==> src/rtl/poi_pkg.sv <==
// ----------------------------------------------------------------------------
// Planar odometry integrator package
// Fixed-point constants, CORDIC arctangent table and shared types.
// ----------------------------------------------------------------------------
package poi_pkg;

	localparam int CORDIC_STEPS = 20;
	localparam logic signed [31:0] CORDIC_GAIN_Q30 = 32'sd652032874;
	localparam logic signed [31:0] Q30_ONE = 32'sd1073741824;
	localparam logic [31:0] RAD_TO_BAM = 32'd2670177;
	localparam logic [15:0] TIME_STEP_RESET = 16'd1311;

	typedef struct packed {
		logic done;
		logic signed [31:0] cos_v;
		logic signed [31:0] sin_v;
	} poi_sincos_t;

	// arctan(2^-i) in binary-angle units, 2^24 per turn
	function automatic logic [21:0] atan_bam(input logic [4:0] i);
		logic [21:0] r;
		case (i)
			5'd0: r = 22'd2097152;
			5'd1: r = 22'd1238021;
			5'd2: r = 22'd654136;
			5'd3: r = 22'd332050;
			5'd4: r = 22'd166669;
			5'd5: r = 22'd83416;
			5'd6: r = 22'd41718;
			5'd7: r = 22'd20860;
			5'd8: r = 22'd10430;
			5'd9: r = 22'd5215;
			5'd10: r = 22'd2608;
			5'd11: r = 22'd1304;
			5'd12: r = 22'd652;
			5'd13: r = 22'd326;
			5'd14: r = 22'd163;
			5'd15: r = 22'd81;
			5'd16: r = 22'd41;
			5'd17: r = 22'd20;
			5'd18: r = 22'd10;
			5'd19: r = 22'd5;
			default: r = 22'd0;
		endcase
		return r;
	endfunction

endpackage

==> src/rtl/poi_mul.sv <==
// ----------------------------------------------------------------------------
// Shared multiplier
// Signed 25 x 32 multiply with a registered product.
// ----------------------------------------------------------------------------
module poi_mul (
	input  logic               clk,
	input  logic signed [24:0] a,
	input  logic signed [31:0] b,
	output logic signed [56:0] p
);

	logic signed [56:0] p_q;

	always_ff @(posedge clk) begin
		p_q <= 57'(a) * 57'(b);
	end

	assign p = p_q;

endmodule

==> src/rtl/poi_cordic.sv <==
// ----------------------------------------------------------------------------
// Iterative CORDIC sine/cosine
// One rotation step per cycle through a shared add/sub and barrel shift,
// quadrant folding and Q1.30 clamp at the end.
// ----------------------------------------------------------------------------
module poi_cordic import poi_pkg::*; (
	input  logic        clk,
	input  logic        arst_n,
	input  logic        start,
	input  logic [23:0] angle,
	output poi_sincos_t res
);

	logic signed [31:0] x_q, y_q, cos_q, sin_q;
	logic signed [24:0] z_q;
	logic [4:0]         iter_q;
	logic [1:0]         quad_q;
	logic               run_q, done_q;

	logic signed [31:0] dx, dy, x_n, y_n, xc, yc;
	logic signed [24:0] z_n, at;
	logic               last;

	function automatic logic signed [31:0] clamp_q30(input logic signed [31:0] v);
		logic signed [31:0] r;
		if (v > Q30_ONE) begin
			r = Q30_ONE;
		end else if (v < -Q30_ONE) begin
			r = -Q30_ONE;
		end else begin
			r = v;
		end
		return r;
	endfunction

	always_comb begin
		dx = y_q >>> iter_q;
		dy = x_q >>> iter_q;
		at = $signed({3'b000, atan_bam(iter_q)});
		if (!z_q[24]) begin
			x_n = x_q - dx;
			y_n = y_q + dy;
			z_n = z_q - at;
		end else begin
			x_n = x_q + dx;
			y_n = y_q - dy;
			z_n = z_q + at;
		end
		xc = clamp_q30(x_n);
		yc = clamp_q30(y_n);
		last = (iter_q == 5'(CORDIC_STEPS - 1));
	end

	always_ff @(posedge clk or negedge arst_n) begin
		if (!arst_n) begin
			run_q  <= 1'b0;
			done_q <= 1'b0;
			iter_q <= '0;
		end else begin
			done_q <= run_q && last;
			if (start) begin
				run_q  <= 1'b1;
				iter_q <= '0;
			end else if (run_q) begin
				iter_q <= iter_q + 5'd1;
				if (last) begin
					run_q <= 1'b0;
				end
			end
		end
	end

	always_ff @(posedge clk) begin
		if (start) begin
			x_q    <= CORDIC_GAIN_Q30;
			y_q    <= '0;
			z_q    <= $signed({3'b000, angle[21:0]});
			quad_q <= angle[23:22];
		end else if (run_q) begin
			x_q <= x_n;
			y_q <= y_n;
			z_q <= z_n;
			if (last) begin
				case (quad_q)
					2'd0: begin
						cos_q <= xc;
						sin_q <= yc;
					end
					2'd1: begin
						cos_q <= -yc;
						sin_q <= xc;
					end
					2'd2: begin
						cos_q <= -xc;
						sin_q <= -yc;
					end
					default: begin
						cos_q <= yc;
						sin_q <= -xc;
					end
				endcase
			end
		end
	end

	assign res.done  = done_q;
	assign res.cos_v = cos_q;
	assign res.sin_v = sin_q;

endmodule

==> src/rtl/planar_odometry_integrator.sv <==
// ----------------------------------------------------------------------------
// Planar odometry integrator
// Dead-reckoning x/y/heading integration of body-frame velocity samples.
// ----------------------------------------------------------------------------
// Input stream: one transfer per velocity sample (forward, lateral, yaw rate,
// Q8.16). Output stream: one transfer per sample with the new position
// (Q16.16, saturating), the 24-bit binary heading and the yaw quaternion
// z/w (Q1.15, sin/cos of half the heading).
// time_step (Q0.16 s) is written through cfg_wr_en/cfg_wr_data; the user
// must write it only while idle; the block does not enforce this.
// Each sample runs a 20-step CORDIC on the old heading, multiply-accumulate
// steps on the shared 25x32 multiplier, an update state and a second
// 20-step CORDIC on the new half heading. The next input is taken in the
// cycle after the result is loaded, so a new sample is not accepted while
// the last one is still in progress.
// The finished result sits in an output register; if it is still held when
// the next result is ready, the sequencer waits until the receiver takes it.
// Reset clears position and heading to zero and time_step to 1311.
// ----------------------------------------------------------------------------
module planar_odometry_integrator import poi_pkg::*; (
	input  logic         clk,
	input  logic         arst_n,
	input  logic         cfg_wr_en,
	input  logic [15:0]  cfg_wr_data,  // time_step
	input  logic         s_tvalid,
	output logic         s_tready,
	input  logic [71:0]  s_tdata,      // vel_forward, vel_lateral, yaw_rate
	output logic         m_tvalid,
	input  logic         m_tready,
	output logic [119:0] m_tdata       // pos_x, pos_y, heading, quat_z, quat_w
);

	localparam logic [2:0] ST_IDLE = 3'd0;
	localparam logic [2:0] ST_COR1 = 3'd1;
	localparam logic [2:0] ST_MUL  = 3'd2;
	localparam logic [2:0] ST_UPD  = 3'd3;
	localparam logic [2:0] ST_COR2 = 3'd4;
	localparam logic [2:0] ST_DONE = 3'd5;
	localparam logic [3:0] LAST_STEP = 4'd11;

	logic [2:0]  state_q;
	logic [3:0]  step_q;
	logic [15:0] time_step_q;
	logic        m_tvalid_q;
	logic [119:0] out_q;

	logic signed [23:0] vel_forward_q, vel_lateral_q, yaw_rate_q;
	logic signed [31:0] co_q, si_q, pos_x_q, pos_y_q;
	logic [23:0]        heading_q;
	logic [15:0]        quat_z_q, quat_w_q;
	logic signed [57:0] ax_q, ay_q;
	logic signed [63:0] dx_q, dy_q, dth_q;
	logic signed [40:0] t_q;

	logic               cor_start;
	logic [23:0]        cor_angle;
	poi_sincos_t        cor_res;
	logic signed [24:0] mul_a;
	logic signed [31:0] mul_b, ts_op, k_op;
	logic signed [56:0] mul_p;
	logic signed [57:0] p58, ax_rnd, ay_rnd;
	logic signed [63:0] p64, dx_rnd, dy_rnd, dth_rnd;
	logic signed [41:0] rx, ry;
	logic signed [31:0] dx_s, dy_s, pos_x_n, pos_y_n;
	logic signed [32:0] sum_x, sum_y;
	logic [23:0]        heading_n;
	logic               in_xfer, out_free;

	function automatic logic [15:0] to_q15(input logic signed [31:0] v);
		logic signed [32:0] r;
		r = ($signed({v[31], v}) + 33'sd16384) >>> 15;
		if (r > 33'sd32767) begin
			r = 33'sd32767;
		end else if (r < -33'sd32767) begin
			r = -33'sd32767;
		end
		return r[15:0];
	endfunction

	function automatic logic signed [31:0] sat32(input logic signed [32:0] s);
		logic signed [31:0] r;
		if (s[32] != s[31]) begin
			r = s[32] ? 32'sh80000000 : 32'sh7fffffff;
		end else begin
			r = s[31:0];
		end
		return r;
	endfunction

	assign in_xfer  = s_tvalid && s_tready;
	assign out_free = !m_tvalid_q || m_tready;
	assign s_tready = (state_q == ST_IDLE);

	// rounding and position/heading update
	always_comb begin
		p58     = {mul_p[56], mul_p};
		p64     = {{7{mul_p[56]}}, mul_p};
		ax_rnd  = ax_q + 58'sd8192;
		ay_rnd  = ay_q + 58'sd8192;
		rx      = ax_rnd[55:14];
		ry      = ay_rnd[55:14];
		dx_rnd  = dx_q + 64'sh80000000;
		dy_rnd  = dy_q + 64'sh80000000;
		dth_rnd = dth_q + 64'sh80000000;
		dx_s    = dx_rnd[63:32];
		dy_s    = dy_rnd[63:32];
		sum_x   = {pos_x_q[31], pos_x_q} + {dx_s[31], dx_s};
		sum_y   = {pos_y_q[31], pos_y_q} + {dy_s[31], dy_s};
		pos_x_n = sat32(sum_x);
		pos_y_n = sat32(sum_y);
		heading_n = heading_q + dth_rnd[55:32];
	end

	assign cor_start = in_xfer || (state_q == ST_UPD);
	assign cor_angle = (state_q == ST_UPD) ? {1'b0, heading_n[23:1]} : heading_q;

	poi_cordic u_cordic (
		.clk    (clk),
		.arst_n (arst_n),
		.start  (cor_start),
		.angle  (cor_angle),
		.res    (cor_res)
	);

	// multiplier operand schedule
	always_comb begin
		ts_op = $signed({16'b0, time_step_q});
		k_op  = $signed(RAD_TO_BAM);
		case (step_q)
			4'd0: begin
				mul_a = {vel_forward_q[23], vel_forward_q};
				mul_b = co_q;
			end
			4'd1: begin
				mul_a = {vel_lateral_q[23], vel_lateral_q};
				mul_b = si_q;
			end
			4'd2: begin
				mul_a = {vel_forward_q[23], vel_forward_q};
				mul_b = si_q;
			end
			4'd3: begin
				mul_a = {vel_lateral_q[23], vel_lateral_q};
				mul_b = co_q;
			end
			4'd4: begin
				mul_a = $signed({4'b0, rx[20:0]});
				mul_b = ts_op;
			end
			4'd5: begin
				mul_a = {{4{rx[41]}}, rx[41:21]};
				mul_b = ts_op;
			end
			4'd6: begin
				mul_a = $signed({4'b0, ry[20:0]});
				mul_b = ts_op;
			end
			4'd7: begin
				mul_a = {{4{ry[41]}}, ry[41:21]};
				mul_b = ts_op;
			end
			4'd8: begin
				mul_a = {yaw_rate_q[23], yaw_rate_q};
				mul_b = ts_op;
			end
			4'd9: begin
				mul_a = $signed({5'b0, mul_p[19:0]});
				mul_b = k_op;
			end
			4'd10: begin
				mul_a = {{4{t_q[40]}}, t_q[40:20]};
				mul_b = k_op;
			end
			default: begin
				mul_a = '0;
				mul_b = '0;
			end
		endcase
	end

	poi_mul u_mul (
		.clk (clk),
		.a   (mul_a),
		.b   (mul_b),
		.p   (mul_p)
	);

	// control
	always_ff @(posedge clk or negedge arst_n) begin
		if (!arst_n) begin
			state_q     <= ST_IDLE;
			step_q      <= '0;
			time_step_q <= TIME_STEP_RESET;
			m_tvalid_q  <= 1'b0;
			pos_x_q     <= '0;
			pos_y_q     <= '0;
			heading_q   <= '0;
		end else begin
			if (cfg_wr_en) begin
				time_step_q <= cfg_wr_data;
			end
			if (m_tvalid_q && m_tready && state_q != ST_DONE) begin
				m_tvalid_q <= 1'b0;
			end
			case (state_q)
				ST_IDLE: begin
					if (in_xfer) begin
						state_q <= ST_COR1;
					end
				end
				ST_COR1: begin
					if (cor_res.done) begin
						step_q  <= '0;
						state_q <= ST_MUL;
					end
				end
				ST_MUL: begin
					step_q <= step_q + 4'd1;
					if (step_q == LAST_STEP) begin
						state_q <= ST_UPD;
					end
				end
				ST_UPD: begin
					pos_x_q   <= pos_x_n;
					pos_y_q   <= pos_y_n;
					heading_q <= heading_n;
					state_q   <= ST_COR2;
				end
				ST_COR2: begin
					if (cor_res.done) begin
						state_q <= ST_DONE;
					end
				end
				ST_DONE: begin
					if (out_free) begin
						m_tvalid_q <= 1'b1;
						state_q    <= ST_IDLE;
					end
				end
				default: begin
					state_q <= ST_IDLE;
				end
			endcase
		end
	end

	// datapath
	always_ff @(posedge clk) begin
		if (in_xfer) begin
			vel_forward_q <= s_tdata[23:0];
			vel_lateral_q <= s_tdata[47:24];
			yaw_rate_q    <= s_tdata[71:48];
		end
		if (state_q == ST_COR1 && cor_res.done) begin
			co_q <= cor_res.cos_v;
			si_q <= cor_res.sin_v;
		end
		if (state_q == ST_COR2 && cor_res.done) begin
			quat_z_q <= to_q15(cor_res.sin_v);
			quat_w_q <= to_q15(cor_res.cos_v);
		end
		if (state_q == ST_DONE && out_free) begin
			out_q <= {quat_w_q, quat_z_q, heading_q, pos_y_q, pos_x_q};
		end
		if (state_q == ST_MUL) begin
			case (step_q)
				4'd1: ax_q <= p58;
				4'd2: ax_q <= ax_q - p58;
				4'd3: ay_q <= p58;
				4'd4: ay_q <= ay_q + p58;
				4'd5: dx_q <= p64;
				4'd6: dx_q <= dx_q + (p64 <<< 21);
				4'd7: dy_q <= p64;
				4'd8: dy_q <= dy_q + (p64 <<< 21);
				4'd9: t_q <= mul_p[40:0];
				4'd10: dth_q <= p64;
				4'd11: dth_q <= dth_q + (p64 <<< 20);
				default: ;
			endcase
		end
	end

	assign m_tvalid = m_tvalid_q;
	assign m_tdata  = out_q;

endmodule

==> config.mk <==
export PLATFORM = sky130hd
export DESIGN_NAME = planar_odometry_integrator
export DESIGN_NICKNAME = d
export VERILOG_FILES = /design/src/rtl/poi_pkg.sv /design/src/rtl/poi_mul.sv /design/src/rtl/poi_cordic.sv /design/src/rtl/planar_odometry_integrator.sv
export SDC_FILE = /design/constraint.sdc
export NUM_CORES = 2
export LEC_CHECK = 0
export BUFFER_PORTS_ARGS = -buffer_cell sky130_fd_sc_hd__buf_2
export CAP_MARGIN = 0
export CORE_MARGIN = 5
export CORE_UTILIZATION = 45
export CTS_CLUSTER_SIZE = 10
export DETAILED_ROUTE_END_ITERATION = 8
export HOLD_SLACK_MARGIN = 0.02
export PLACE_DENSITY = 0.69
export SLEW_MARGIN = 30
export SYNTH_ARGS = -nofsm -noshare
export SYNTH_HDL_FRONTEND = slang
export SYNTH_SLANG_ARGS = --single-unit
==> constraint.sdc <==
create_clock -name clk -period 28.7 [get_ports clk]
set_clock_uncertainty 0.15 [all_clocks]
set_input_delay 1.435 -clock clk [delete_from_list [all_inputs] [get_ports clk]]
set_output_delay 1.435 -clock clk [all_outputs]
set_load 0.1 [all_outputs]
==> impl_metrics.yaml <==
run_status:
  status: "completed"
final_layout:
  register_area_sq_mm: 0.0244
  num-nets-final: 11900
  num-fill-cells: 19300
  layout-area-overhead-vs-synth_pct: 8.33
  final_cells: 13300
  drive_gt1_share_pct: 8.45
  multi_input_area_sq_mm: 0.0638
sta:
  drv_slew: 0
  fin_crit_ps: 12660
  hold_slack_ps: 265
  timing.setup.tns_ps: 0
  relSlewSlack_pct: 22.7
  hold_viol_final: 0
  finalCritPeriodShare_pct: 44.1
  fmaxAchievable_mhz: 79.0
  rsz0062_at_grt: "false"
  worst_pin_slew_ps: 1160
  finalSetupViolCount: 0
synthesis:
  async_flop_share_pct: 13.6
  synth_area_sq_mm: 0.0940
  synth_area_leaders: "edfxtp_1, fa_1, ha_1, nand2_1, inv_1"
  synth-main-ff-cell: "edfxtp_1"
  ys_ff_latch: 874
  synth_edf_count: 631
  ys_seq_area_share_pct: 26.0
  synth_top_area_cell: "edfxtp_1"
  synth.distinct_cells: 124
  synth_top_area_share_pct: 20.1
  synth.avg_cell_area_sq_um: 9.09
  syn_nets: 11900
  yosys-top-cells-count: "nand2_1, inv_1, nor2_1"
  synth_most_common_cell: "nand2_1"
  synth_warnings: 0
  postSynthCellCount: 10300
cts:
  cts_tree: "built"
  clockBufferDepth: 3
  clkTransAtPathRegs_ps: 60
  postCtsSetupBuffers: 0
  cts_buffers: 109
  cts.sinks: 874
  root_buffer: "clkbuf_16"
  h-tree-depth: 3
  postCtsHoldBufs: 0
  post_cts_resized: 0
  insertion_delay_ps: 780
grt:
  grt_use_total_pct: 29.0
  grt_overflow: 0
  grt_max_degree: 104
  grt_pass1_vias: 79600
  grt_pass1_wl_mm: 487
  antenna_found_initial: 14
setup_path:
  critPathRequiredTime_ps: 29210
  critPathLaunchType: "register"
  cp_slowest_stage_delay_ps: 590
  critPathKind: "register to register"
  critPathMostFrequentCell: "fa_1"
  cpMaxStageDelayCell: "or3_1"
  path_max_fanout: 54
  cp-end-kind: "register"
  crit_arrival_ps: 13180
job:
  max_cap_viol_count: 0
place:
  placed_cells: 13100
  port_buffers: 214
  gp_congestion: 1.02
  hpwl_mm: 244
floorplan:
  io_pins: 215
  dieArea_sq_mm: 0.218
  die_w_um: 467
  die_h_um: 467
  rows: 167
  core_sq_mm: 0.207
  initial_core_util_pct: 45.3
drt:
  vias: 80600
  routed_wl_mm: 325
  detail_route.wl_per_cell_um: 24.4
  viasPerCell: 6.06
  drt_iter0_markers: 8767
  postRouteAntennaNets: 0
  drc: 0
  dr.pass1.iters: 9
hold_path:
  hp-class: "register to register"
## worst max-delay path: cells and delay by family (launching register included)
kind,cells,cell delay [ps]
adder cells (fa/ha/maj),8,4010
AND/OR/NAND/NOR,14,3780
AO/OA/AOI/OAI,9,2540
buffers and inverters,6,1310
flip-flops,1,450
XOR/XNOR,2,240
## cell usage in the layout, fill, tap and decap left out, types with 68 or more instances in the layout
cell       Yosys  routed
buf_2         27     213
a21oi_1      541     533
nand2_1     1159    1153
nor2_1       952     946
nand4_1       68      68
clkbuf_16      0     111
dfrtp_1      112     106
mux4_2        91      91
a211oi_1      81      80
nor3_1       196     196
a31oi_1      102     102
dfxtp_1      124     122
xnor2_1      411     410
nor2b_1       70      70
fa_1         831     830
o21a_1        81      81
mux2i_1       82      82
nand3_1      251     251
buf_4         12     183
nand2b_1     121     121
xor2_1       276     276
a22oi_1       70      70
edfxtp_1     631     631
inv_1       1099    1099
and3_1       119     117
o21ai_0      614     614
ha_1         579     579
a21o_1       183     183
## area by class of cell
class,count,area share (%)
multi-input combinational,7909,62.6
timing repair buffer,400,2.46
antenna,11,0.0270
clock buffer,176,3.13
clock inverter,28,0.278
inverter,1106,4.08
tap,2788,3.42
sequential,874,24.0
## per-layer routing
layer,track usage [%],wire (um),vias to the layer above
met1,37.4,126000,39700
met2,45.7,146000,4002
met5,0,30,-
met4,16.4,21800,6
met3,5.91,31100,884
li1,-,-,36000
## metrics by stage
step / util, % / cell area [sq um] / worst slack, ps
after floorplan: - / 94000 / 18070
after detailed placement: 47.4 / 98300 / 16300
after global placement: 47.4 / 98300 / 16540
final: 49.1 / 102000 / 16040
after global routing: 49.1 / 102000 / 15340
after CTS: 49.1 / 102000 / 16200
## sequential cells by signal (all words and copies together) (netlist names), 16 cells and up
signal          flops
time_step_q        16
heading_q          24
quat_z_q           16
u_mul.p            57
ax_q               56
dx_q               43
ay_q               56
m_tdata           120
vel_lateral_q      24
si_q               32
yaw_rate_q         24
dy_q               43
quat_w_q           16
dth_q              36
co_q               32
vel_forward_q      24
u_cordic.z_q       25
t_q                21
u_cordic.y_q       32
u_cordic.cos_q     32
pos_y_q            32
u_cordic.sin_q     32
u_cordic.x_q       32
pos_x_q            32
## cells by family (layout without fill, tap and decap cells)
logic type	Yosys count	count (layout)	synth area share (%)
adders and majority gates	1421	1421	25.5
AOI/OAI and AO/OA	2299	2299	15.9
and+or+nand+nor	3262	3262	15.8
DFF	874	874	26.0
xor gates and xnor gates	690	690	6.47
muxes	237	237	3.89
buffers and inverters	1565	1710	6.52
other	0	11	0
## path summary, 6_finish.rpt
check / to / from / cells after the start / slack [ps]
max: u_mul.p[53]$_DFF_P_ / ax_q[17]$_DFFE_PP_ / 39 / 16040
min: m_tdata[88]$_DFFE_PP_ / quat_z_q[0]$_SDFFCE_PP1P_ / 0 / 270
max reg2reg: u_mul.p[53]$_DFF_P_ / ax_q[17]$_DFFE_PP_ / 39 / 16040
min reg2reg: m_tdata[88]$_DFFE_PP_ / quat_z_q[0]$_SDFFCE_PP1P_ / 0 / 270
max in group asynchronous: time_step_q[12]$_DFFE_PN0P_ / arst_n / 2 / 26530
min in group asynchronous: heading_q[4]$_DFFE_PN0P_ / arst_n / 1 / 580
Power is not shown: default switching activity piles up to over one toggle a cycle in this logic, so the estimate is an artifact.
